[src/rtl/dsw_pkg.sv]
// Shared types, constants and the digit-to-segment function for the
// debounced four-digit stopwatch. No dependencies.
package dsw_pkg;

  localparam int DEBOUNCE_BITS = 8;
  localparam int THR_W         = 8;
  localparam int CMP_W         = (DEBOUNCE_BITS > THR_W) ? DEBOUNCE_BITS : THR_W;
  localparam int DIGITS        = 4;
  localparam int DIGIT_W       = 4;
  localparam int SEG_W         = 7;
  localparam int SHOWN_W       = 14;

  localparam logic [THR_W-1:0]   THR_RESET = THR_W'(3);
  localparam logic [DIGIT_W-1:0] DIGIT_MAX = DIGIT_W'(9);

  typedef logic [DEBOUNCE_BITS-1:0] press_cnt_t;
  typedef logic [THR_W-1:0]         thr_t;
  typedef logic [DIGIT_W-1:0]       digit_t;
  typedef logic [SEG_W-1:0]         seg_t;

  typedef struct packed {
    logic start_pressed;
    logic stop_pressed;
    logic clear_pressed;
  } in_t;

  typedef struct packed {
    seg_t                 seg_thousands;
    seg_t                 seg_hundreds;
    seg_t                 seg_tens;
    seg_t                 seg_units;
    logic [SHOWN_W-1:0]   shown_count;
    logic                 is_running;
  } out_t;

  function automatic seg_t seg_decode(input digit_t d);
    seg_t s;
    case (d)
      4'd0: s = 7'h3F;
      4'd1: s = 7'h06;
      4'd2: s = 7'h5B;
      4'd3: s = 7'h4F;
      4'd4: s = 7'h66;
      4'd5: s = 7'h6D;
      4'd6: s = 7'h7D;
      4'd7: s = 7'h07;
      4'd8: s = 7'h7F;
      4'd9: s = 7'h6F;
      default: s = '0;
    endcase
    return s;
  endfunction

endpackage

[src/rtl/dsw_debounce.sv]
// Press counter for one button: counts held ticks, saturates at the
// threshold and flags the tick on which the action fires. Uses dsw_pkg.
module dsw_debounce (
  input  logic         clk,
  input  logic         rst_n,
  input  logic         en,
  input  logic         level,
  input  dsw_pkg::thr_t thr,
  output logic         fire
);
  import dsw_pkg::*;

  press_cnt_t       cnt_r;
  press_cnt_t       cnt_nxt;
  logic [CMP_W-1:0] thr_eff;
  logic [CMP_W-1:0] cnt_ext;
  logic [CMP_W-1:0] cnt_inc;

  always_comb begin
    thr_eff = (thr == '0) ? CMP_W'(1) : CMP_W'(thr);
    cnt_ext = CMP_W'(cnt_r);
    cnt_inc = cnt_ext + CMP_W'(1);
    cnt_nxt = cnt_r;
    fire    = 1'b0;
    if (!level) begin
      cnt_nxt = '0;
    end else if ((cnt_ext < thr_eff) && (cnt_r != '1)) begin
      cnt_nxt = cnt_r + press_cnt_t'(1);
      fire    = (cnt_inc == thr_eff);
    end
  end

  always_ff @(posedge clk) begin
    if (!rst_n) begin
      cnt_r <= '0;
    end else if (en) begin
      cnt_r <= cnt_nxt;
    end
  end

endmodule

[src/rtl/debounced_stopwatch_7seg.sv]
// Top level of the debounced four-digit BCD stopwatch with seven-segment
// output. Uses dsw_pkg and dsw_debounce.
//
//   channel | direction | handshake              | payload
//   in      | input     | in_valid / in_ready    | in_data  (in_t)
//   out     | output    | out_valid / out_ready  | out_data (out_t)
//   cfg     | input     | cfg_valid / cfg_ready  | cfg_data (debounce threshold)
//
// Each tick's result is registered as the tick is taken and sits in the output
// register the next cycle; one transfer per clock while out_ready is high.
// The input is taken whenever the output register is empty or being drained.
// Synchronous reset clears the count, running flag and press counters and
// sets the threshold to three. The cfg port is always ready.
module debounced_stopwatch_7seg (
  input  logic                 clk,
  input  logic                 rst_n,
  input  logic                 in_valid,
  output logic                 in_ready,
  input  dsw_pkg::in_t         in_data,
  output logic                 out_valid,
  input  logic                 out_ready,
  output dsw_pkg::out_t        out_data,
  input  logic                 cfg_valid,
  output logic                 cfg_ready,
  input  dsw_pkg::thr_t        cfg_data
);
  import dsw_pkg::*;

  thr_t   thr_r;
  logic   running_r;
  logic   running_nxt;
  digit_t digits_r   [DIGITS];
  digit_t digits_nxt [DIGITS];
  logic   out_valid_r;
  out_t   out_r;
  out_t   out_nxt;
  logic   accept;
  logic   fire_start;
  logic   fire_stop;
  logic   fire_clear;
  logic   carry;

  assign cfg_ready = 1'b1;
  assign in_ready  = !out_valid_r || out_ready;
  assign accept    = in_valid && in_ready;
  assign out_valid = out_valid_r;
  assign out_data  = out_r;

  dsw_debounce u_start (
    .clk(clk), .rst_n(rst_n), .en(accept),
    .level(in_data.start_pressed), .thr(thr_r), .fire(fire_start)
  );
  dsw_debounce u_stop (
    .clk(clk), .rst_n(rst_n), .en(accept),
    .level(in_data.stop_pressed), .thr(thr_r), .fire(fire_stop)
  );
  dsw_debounce u_clear (
    .clk(clk), .rst_n(rst_n), .en(accept),
    .level(in_data.clear_pressed), .thr(thr_r), .fire(fire_clear)
  );

  always_comb begin
    running_nxt = running_r;
    if (fire_start) begin
      running_nxt = 1'b1;
    end
    if (fire_stop || fire_clear) begin
      running_nxt = 1'b0;
    end
    for (int i = 0; i < DIGITS; i++) begin
      digits_nxt[i] = fire_clear ? '0 : digits_r[i];
    end
    carry = running_nxt;
    for (int i = DIGITS - 1; i >= 0; i--) begin
      if (carry) begin
        if (digits_nxt[i] >= DIGIT_MAX) begin
          digits_nxt[i] = '0;
        end else begin
          digits_nxt[i] = digits_nxt[i] + digit_t'(1);
          carry         = 1'b0;
        end
      end
    end
  end

  always_comb begin
    out_nxt.seg_thousands = seg_decode(digits_r[0]);
    out_nxt.seg_hundreds  = seg_decode(digits_r[1]);
    out_nxt.seg_tens      = seg_decode(digits_r[2]);
    out_nxt.seg_units     = seg_decode(digits_r[3]);
    out_nxt.shown_count   = SHOWN_W'(digits_r[0]) * SHOWN_W'(1000)
                          + SHOWN_W'(digits_r[1]) * SHOWN_W'(100)
                          + SHOWN_W'(digits_r[2]) * SHOWN_W'(10)
                          + SHOWN_W'(digits_r[3]);
    out_nxt.is_running    = running_nxt;
  end

  always_ff @(posedge clk) begin
    if (!rst_n) begin
      thr_r       <= THR_RESET;
      running_r   <= 1'b0;
      out_valid_r <= 1'b0;
      for (int i = 0; i < DIGITS; i++) begin
        digits_r[i] <= '0;
      end
    end else begin
      if (cfg_valid && cfg_ready) begin
        thr_r <= cfg_data;
      end
      if (accept) begin
        running_r   <= running_nxt;
        out_valid_r <= 1'b1;
        for (int i = 0; i < DIGITS; i++) begin
          digits_r[i] <= digits_nxt[i];
        end
      end else if (out_ready) begin
        out_valid_r <= 1'b0;
      end
    end
  end

  always_ff @(posedge clk) begin
    if (accept) begin
      out_r <= out_nxt;
    end
  end

endmodule

[config.mk]
export PLATFORM = sky130hd
export DESIGN_NAME = debounced_stopwatch_7seg
export DESIGN_NICKNAME = d
export VERILOG_FILES = /design/src/rtl/dsw_pkg.sv /design/src/rtl/dsw_debounce.sv /design/src/rtl/debounced_stopwatch_7seg.sv
export SDC_FILE = /design/constraint.sdc
export NUM_CORES = 1
export LEC_CHECK = 0
export ABC_AREA = 1
export BUFFER_PORTS_ARGS = -buffer_cell sky130_fd_sc_hd__buf_4
export CORE_ASPECT_RATIO = 1.25
export CORE_MARGIN = 2
export CORE_UTILIZATION = 53
export DETAILED_ROUTE_END_ITERATION = 16
export MAX_ROUTING_LAYER = met4
export PLACE_DENSITY = 0.79
export SYNTH_ARGS = -nofsm -noshare
export SYNTH_HDL_FRONTEND = slang
export SYNTH_HIERARCHICAL = 1
export SYNTH_SLANG_ARGS = --single-unit
export TNS_END_PERCENT = 20
[constraint.sdc]
create_clock -name clk -period 11.7 [get_ports clk]
set_input_delay 1.17 -clock clk [delete_from_list [all_inputs] [get_ports clk]]
set_output_delay 1.17 -clock clk [all_outputs]
set_load 0.005 [all_outputs]
## Word level (Yosys, flattened, before mapping)

Memory sizes are Yosys's and may differ from the RTL's. A register that Yosys moved wholly into a read port is not among the register bits.
Cells that the tools add are included.

- Bits in registers: 49
- RAM bits: 16
- Memory bits (read-only): 448
- Input bits: 16
- Output and inout bits: 46
- Word-level logic and storage cells: 101
- Memories kept: 5

- Add/sub/neg operators: 10
- $mul: 3
- Order comparisons: 7
- Equal/unequal tests: 9
- Mux-type cells: 43
- Bitwise operators: 4
- Reductions and logical operators: 12

Memory list:

| name | words | bits a word | read ports | clocked after Yosys merged registers in | wr ports | RTL line | RTL |
|---|---|---|---|---|---|---|---|
| (name not given) | 16 | 7 | 1 | 1 | 0 | dsw_pkg.sv:38 | `case (d)` |
| (name not given) | 16 | 7 | 1 | 1 | 0 | dsw_pkg.sv:38 |  |
| (name not given) | 16 | 7 | 1 | 1 | 0 | dsw_pkg.sv:38 |  |
| (name not given) | 16 | 7 | 1 | 1 | 0 | dsw_pkg.sv:38 |  |
| digits_r | 4 | 4 | 4 | 0 | 4 | debounced_stopwatch_7seg.sv:32 | `digit_t digits_r [DIGITS];` |

Operators with widths:

| kind | count |
|---|---|
| $mux 4 | 16 |
| $mux 8 | 7 |
| $add 8x1->8 const B | 3 |
| $eq 8x8->1 | 3 |
| $lt 8x8->1 | 3 |
| $ne 8x8->1 const B | 3 |
| $mux 1 | 20 |
| $add 4x1->4 const B | 4 |
| $ge 4x4->1 const B | 4 |
| $add 14x11->14 | 1 |
| $add 14x4->14 | 1 |
| $add 14x8->14 | 1 |
| $mul 4x7->11 const B | 1 |
| $mul 4x5->9 const B | 1 |
| $logic_not 8->1 | 1 |
| $mul 4x3->7 const B | 1 |
| $ne 2x1->1 const B | 3 |
| $reduce_and 2->1 | 3 |
| $logic_and 1x1->1 | 4 |
| $or 1x1->1 | 4 |
| $logic_or 1x1->1 | 2 |
| $reduce_bool 2->1 | 1 |
| $logic_not 1->1 | 1 |

## Depth between registers and ports, before layout

Gate-level depths: netlist of the first run.

- Depth after elaboration: 14
- Mapped depth: 28
- Gate-level depth less buffers: 27

## By module

Netlist of the first run, hierarchy kept.

By module, submodules not included:

| module | times used | cells an instance | area each (µm²) | seq. area each (µm²) |
|---|---|---|---|---|
| debounced_stopwatch_7seg | 1 | 572 | 5,286.3 | 1,971.9 |
| dsw_debounce | 3 | 165 | 925.9 | 160.2 |

## Worst setup path before layout of the first run

OpenSTA, ideal clock, no wires.

- Path kind: register to register
- From: mem digits_r[0][2] (netlist bit)
- To: reg out_r (netlist bit out_data[14]) (data pin)
- Library setup time: 253 ps
- Data arrival time: 4,000 ps
- Setup slack: 7,447 ps
- Cell stages (with the launch flop): 21
- Clock period less this slack: 4,253 ps
- Cells stage by stage: edfxtp_1 > fa_1 > inv_1 > fa_1 > inv_1 > ha_1 > nand2_1 > inv_1 > a21oi_1 > xor2_1 > inv_1 > ha_1 > ha_1 > ha_1 > nand2_1 > nor2_1 > nand3_1 > nand3_1 > inv_1 > nand3_1 > nand2_1

RTL lines:

| item | RTL line | RTL |
|---|---|---|
| from (decl) | debounced_stopwatch_7seg.sv:32 |  |
| to (signal assigned) | debounced_stopwatch_7seg.sv:124 | `out_r <= out_nxt;` |
| to (decl) | debounced_stopwatch_7seg.sv:35 | `out_t out_r;` |

==> impl_metrics.ini, run 1 <==
[outcome]
status = finished clean

[setup_path]
cp.required_ns = 11.81
crit_family = adder cells
cp-end-kind = flip-flop
critPathLaunchType = flip-flop
cp_slowest_cell = fa_1
criticalPathCategory = reg -> reg
critPathArrivalTime_ns = 4.65
cpMostUsedCell = inv_1
cpPeakStageDelay_ns = 0.66
crit_fanout = 12
critical_path.cell_chain = fa_1, inv_1, fa_1, inv_1, ha_1, nand2_1, inv_1, a21oi_1, xor2_1, inv_1, ha_1, ha_1, ha_1, nand2_1, nor2_1, nand3_1, nand3_1, inv_1, nand3_1, nand2_1
critical_path_buf_inv_count = 5

[cts]
cts.sinks = 93
cts_root_buf = clkbuf_16
cts_resized = 0
cts_hold_buf = 0
cts_buffer_depth = 2
htreeDepth = 3
tritoncts = built
insertion_delay_ns = 0.35
post-cts-setup-buffers = 0
tritoncts.num_buffers = 9
clkTransAtPathRegs_ns = 0.07

[sta]
clock.fmax_ghz = 0.220
worst_slack_ns = 7.16
setup_viol = 0
grt_setup_unrepaired = false
tns_ns = 0
relSlewSlack = 0.437
layout_min_cycle_time_ns = 4.54
fin_worst_skew_ns = 0.00666
finalCritPeriodShare = 0.388
slew_viol_final = 0
finalHoldViolCount = 0
tightest_slew_ns = 0.844

[flow_run]
drv_cap = 0

[floorplanning]
coreArea_sq_mm = 0.0150
dieArea_sq_mm = 0.0162
initial_core_util = 0.539
num_io_pins = 62
die_x_um = 114
die_h_um = 142
rows = 50

[global_route]
grt_max_degree = 76
overflow = 0
grt_pass1_vias = 6342
track_usage = 0.210
grt_pass1_wl_mm = 27.2
antenna_found_initial = 0

[synth]
yosys.area.top_type = edfxtp_1
syn_area_sq_mm = 0.00806
yosysTopAreaCellShare = 0.220
ys.flop_type = edfxtp_1
avgSynthCellArea_sq_um = 7.56
synthCells = 1067
synth_fp_nets = 1215
yosysUniqueCellTypes = 42
synth_enable_flop_cells = 59
seq_area_frac_synth = 0.304
ys_ff_latch = 93
ys_warn_count = 6
synth_async_sr_flop_share = 0
ys_top_cells_by_area = edfxtp_1, ha_1, nand2_1, dfxtp_1, inv_1

[cells_and_area]
layout-drive-gt1-share = 0.104
fin_nets = 1269
n_antenna_cell = 0
area_growth_pct = 10.5

[detailed_routing]
num_vias = 6865
drc = 0
wl_per_cell_um = 12.3
ant_nets = 0
drtIter0Drc = 411
wl_mm = 16.1
drtPass1Iterations = 7
viasPerCell = 5.25

[power]
intPower_mw = 0.762
sw_frac_of_total = 0.362
netSwitchingPower_mw = 0.432
combPwrFrac = 0.381
leakage_nw = 4.61
pwr-share-clk = 0.244
vdd_ir_drop_max_v = 0.0000733
power_density_mw_per_mm2 = 134
seqPwrFrac = 0.374

[placed_design]
port_buffers = 60
dp_hpwl_mm = 12.1
gp_congestion = 0.920
pre_cts_ws_ns = 7.16

[hold_path]
hold_path.class = reg -> reg
==> path summary, 6_finish.rpt <==
kind                        from           end  slack [ns]  cells past startpoint
hold / removal         out_valid     out_valid        0.51                      2
setup reg to reg  digits_r[0][2]  out_data[14]        7.16                     20
hold reg to reg        out_valid     out_valid        0.51                      2
setup / recovery  digits_r[0][2]  out_data[14]        7.16                     20
==> cell families after synthesis <==
logic type                 after synthesis  synth area share
AOI/OAI and AO/OA                      116            0.0827
xor gates and xnor gates                16            0.0174
adders and majority gates              132             0.221
buffers and inverters                  185            0.0942
DFF                                     93             0.304
other                                    1          0.000465
and+or+nand+nor                        524             0.281
==> through the flow <==
| stage | cells | area (sq um) | utilization | hold slack (ns) | total power, mW |
|---|---|---|---|---|---|
| after global placement | 1292 | 8630 | 0.577 | 0.485 | 0.893 |
| after floorplan | 1067 | 8060 | - | 0.471 | 0.784 |
| after global routing | 1308 | 8910 | 0.596 | 0.542 | 1.28 |
| final | 1308 | 8910 | 0.596 | 0.511 | 1.19 |
| after detailed placement | 1292 | 8630 | 0.577 | 0.512 | 0.903 |
| after CTS | 1308 | 8910 | 0.596 | 0.521 | 1.20 |
==> flip-flops by register name, indices dropped and copies added (netlist names) <==
name / count
thr_r: 8
running_r: 1
u_clear/cnt_ext: 8
u_start/cnt_ext: 8
out_valid: 1
u_stop/cnt_ext: 8
out_data: 43
digits_r: 16
==> routing by layer <==
layer | vias to the layer above | part of all wire | global-route usage
met4 | 0 | 0.021 | 0.0931
met3 | 26 | 0.031 | 0.0222
met5 | - | 0 | -
li1 | 3563 | - | -
met1 | 3116 | 0.44 | 0.239
met2 | 160 | 0.51 | 0.371
==> power groups by stage <==
stage / sequential, mW / clock [mW] / combinational, mW
after floorplan: 0.448 / 0 / 0.336
after global placement: 0.453 / 0 / 0.440
after detailed placement: 0.454 / 0 / 0.449
after CTS: 0.447 / 0.294 / 0.455
after global routing: 0.453 / 0.306 / 0.522
final: 0.447 / 0.292 / 0.455
==> synth_stat cells, types with 2 or more instances <==
library cell	n
a31oi_1	6
nand2_2	10
a21oi_1	59
clkbuf_1	5
buf_2	3
o21bai_1	4
buf_4	7
nor2_1	122
a21o_1	3
nand2_1	259
nor2_4	2
o21ai_1	2
xnor2_1	6
a31o_2	4
nor3_1	7
nand3_1	100
ha_1	115
a211oi_1	2
dfxtp_1	34
edfxtp_1	59
inv_1	160
o211ai_1	3
nand4_1	9
xor2_1	10
nand3_2	3
o21ai_0	27
inv_2	5
buf_6	4
nand2_4	5
or2_2	4
fa_1	17
==> tightest hold or removal path: stages, from the launching register on <==
cell	delay [ns]
dfxtp_1	0.32
nand2_2	0.08
a21oi_1	0.06
==> cell type report <==
class,count,area (sq um)
Clock buffer,11,233
Clock inverter,5,51.3
Fill cell,1380,6040
Inverter,166,628
Multi-Input combinational cell,789,4850
Sequential cell,93,2450
Tap cell,182,228
Timing Repair Buffer,62,465
==> cell usage in the layout (no fill, tap or decap), types with 3 or more instances in the layout <==
cell type  count
a21oi_1       59
nand2_2       10
nor2_1       122
buf_4         62
o211ai_1       3
ha_1         115
clkbuf_16      9
or2_2          4
a31o_2         4
inv_2          6
nor3_1         7
inv_1        159
edfxtp_1      59
nand3_2        3
nand3_1      100
fa_1          17
xor2_1        10
nand4_1        9
nand2_4        5
o21bai_1       4
o21ai_0       27
a31oi_1        6
dfxtp_1       34
nand2_1      259
a21o_1         3
xnor2_1        6
No activity file was read; power rests on OpenSTA's default activity.
==> run 2: changes to the inputs <==
Clock period 11.7 ns to 4.2 ns, I/O delays scaled along.
==> impl_metrics.ini, run 2 (synthesized netlist as in run 1, its figures left out) <==
[detailed_routing]
wl_mm = 16.8
drtPass1Iterations = 5
num_vias = 6944
ant_nets = 0
viasPerCell = 5.25
drc = 0
drtIter0Drc = 375
wl_per_cell_um = 12.7

[setup_path]
critPathLaunchType = flip-flop
critPathArrivalTime_ns = 4.16
crit_fanout = 11
cp-end-kind = flip-flop
criticalPathCategory = reg -> reg
cp.required_ns = 4.31

[sta]
slew_viol_final = 0
relSlewSlack = 0.537
tns_ns = 0
fin_worst_skew_ns = 0.00964
clock.fmax_ghz = 0.247
tightest_slew_ns = 0.694
finalCritPeriodShare = 0.964
layout_min_cycle_time_ns = 4.05
setup_viol = 0
finalHoldViolCount = 0

[cells_and_area]
final_core_util = 0.612
largest_reg_flops = 43
fin_nets = 1284
layout-drive-gt1-share = 0.132
n_antenna_cell = 0
final_cells = 1323
final_common_cell = nand2_1
layout_common_cells = nand2_1, inv_1, nor2_1
area_growth_pct = 13.5

[floorplanning]
die_x_um = 114
coreArea_sq_mm = 0.0150
die_h_um = 142
initial_core_util = 0.539
num_io_pins = 62
rows = 50
dieArea_sq_mm = 0.0162

[global_route]
grt_max_degree = 59
grt_pass1_vias = 6497
grt_pass1_wl_mm = 28.0
track_usage = 0.217
overflow = 0
antenna_found_initial = 0

[placed_design]
gp_congestion = 0.928
dp.cells = 1306
port_buffers = 60
dp_hpwl_mm = 12.6

[cts]
clkTransAtPathRegs_ns = 0.07
cts.sinks = 93
cts_buffer_depth = 2
htreeDepth = 3
cts_root_buf = clkbuf_16
cts_hold_buf = 0
insertion_delay_ns = 0.36
tritoncts.num_buffers = 9
tritoncts = built

[hold_path]
hold_path.class = in -> reg

[power]
power_mw = 3.47
vdd_ir_drop_max_v = 0.000164
power_density_mw_per_mm2 = 380
leakage_nw = 4.67

[flow_run]
drv_cap = 0

[outcome]
status = finished clean
run 2: per-layer routing:
| layer | share of wire | global-route usage | vias to the layer above |
|---|---|---|---|
| li1 | - | - | 3580 |
| met1 | 0.42 | 0.237 | 3207 |
| met2 | 0.53 | 0.402 | 131 |
| met3 | 0.029 | 0.0231 | 26 |
| met4 | 0.021 | 0.0822 | 0 |
| met5 | 0 | - | - |
run 2: path summary, 6_finish.rpt:
kind,from,slack [ns],cells past startpoint,end
setup / recovery,digits_r[0][2],0.15,15,out_data[12]
setup reg to reg,digits_r[0][2],0.15,15,out_data[12]
hold reg to reg,running_r,0.52,2,running_r
hold / removal,cfg_data[0],0.26,3,thr_r[0]
run 2: worst max-delay path, cell delays in order (launching register included):
cell and delay, ns:
edfxtp_1 0.40, buf_6 0.17, inv_1 0.06, ha_1 0.30, fa_1 0.50, fa_2 0.45, xor2_1 0.18, ha_1 0.29
ha_1 0.30, ha_1 0.37, a21oi_1 0.22, nand2_1 0.12, a21oi_2 0.15, o21ai_0 0.13, nand2_1 0.10, nand2_1 0.05
run 2: power breakdown:
| group | total [mW] | switching [mW] | internal (mW) |
|---|---|---|---|
| registers | 1.23 | 0.0948 | 1.14 |
| clock network | 0.759 | 0.360 | 0.399 |
| logic | 1.48 | 0.838 | 0.642 |
run 2: per-stage QoR:
step	setup slack [ns]	hold slack (ns)	area, sq um
after floorplan	0.0422	0.471	8090
after global placement	0.0899	0.495	8760
after detailed placement	-0.0128	0.508	8760
after CTS	0.0452	0.260	9050
after global routing	-0.0388	0.279	9150
final	0.152	0.265	9150
run 2: what timing repair did:
item | CTS | global route
endpoints found under the hold margin | 0 | 0
buffers inserted | 0 | 1
endpoints found under the setup margin | 1 | 4
gates resized for setup | 2 | 15
pin swaps | 1 | 10
run 2: area by class of cell:
type	count	area (sq um)
inverters	166	628
well taps	182	228
flip-flops and latches	93	2450
clock buffers	10	229
clock inverters	6	40.0
fillers	1340	5800
repair buffers	77	582
multi-input cells	789	4990
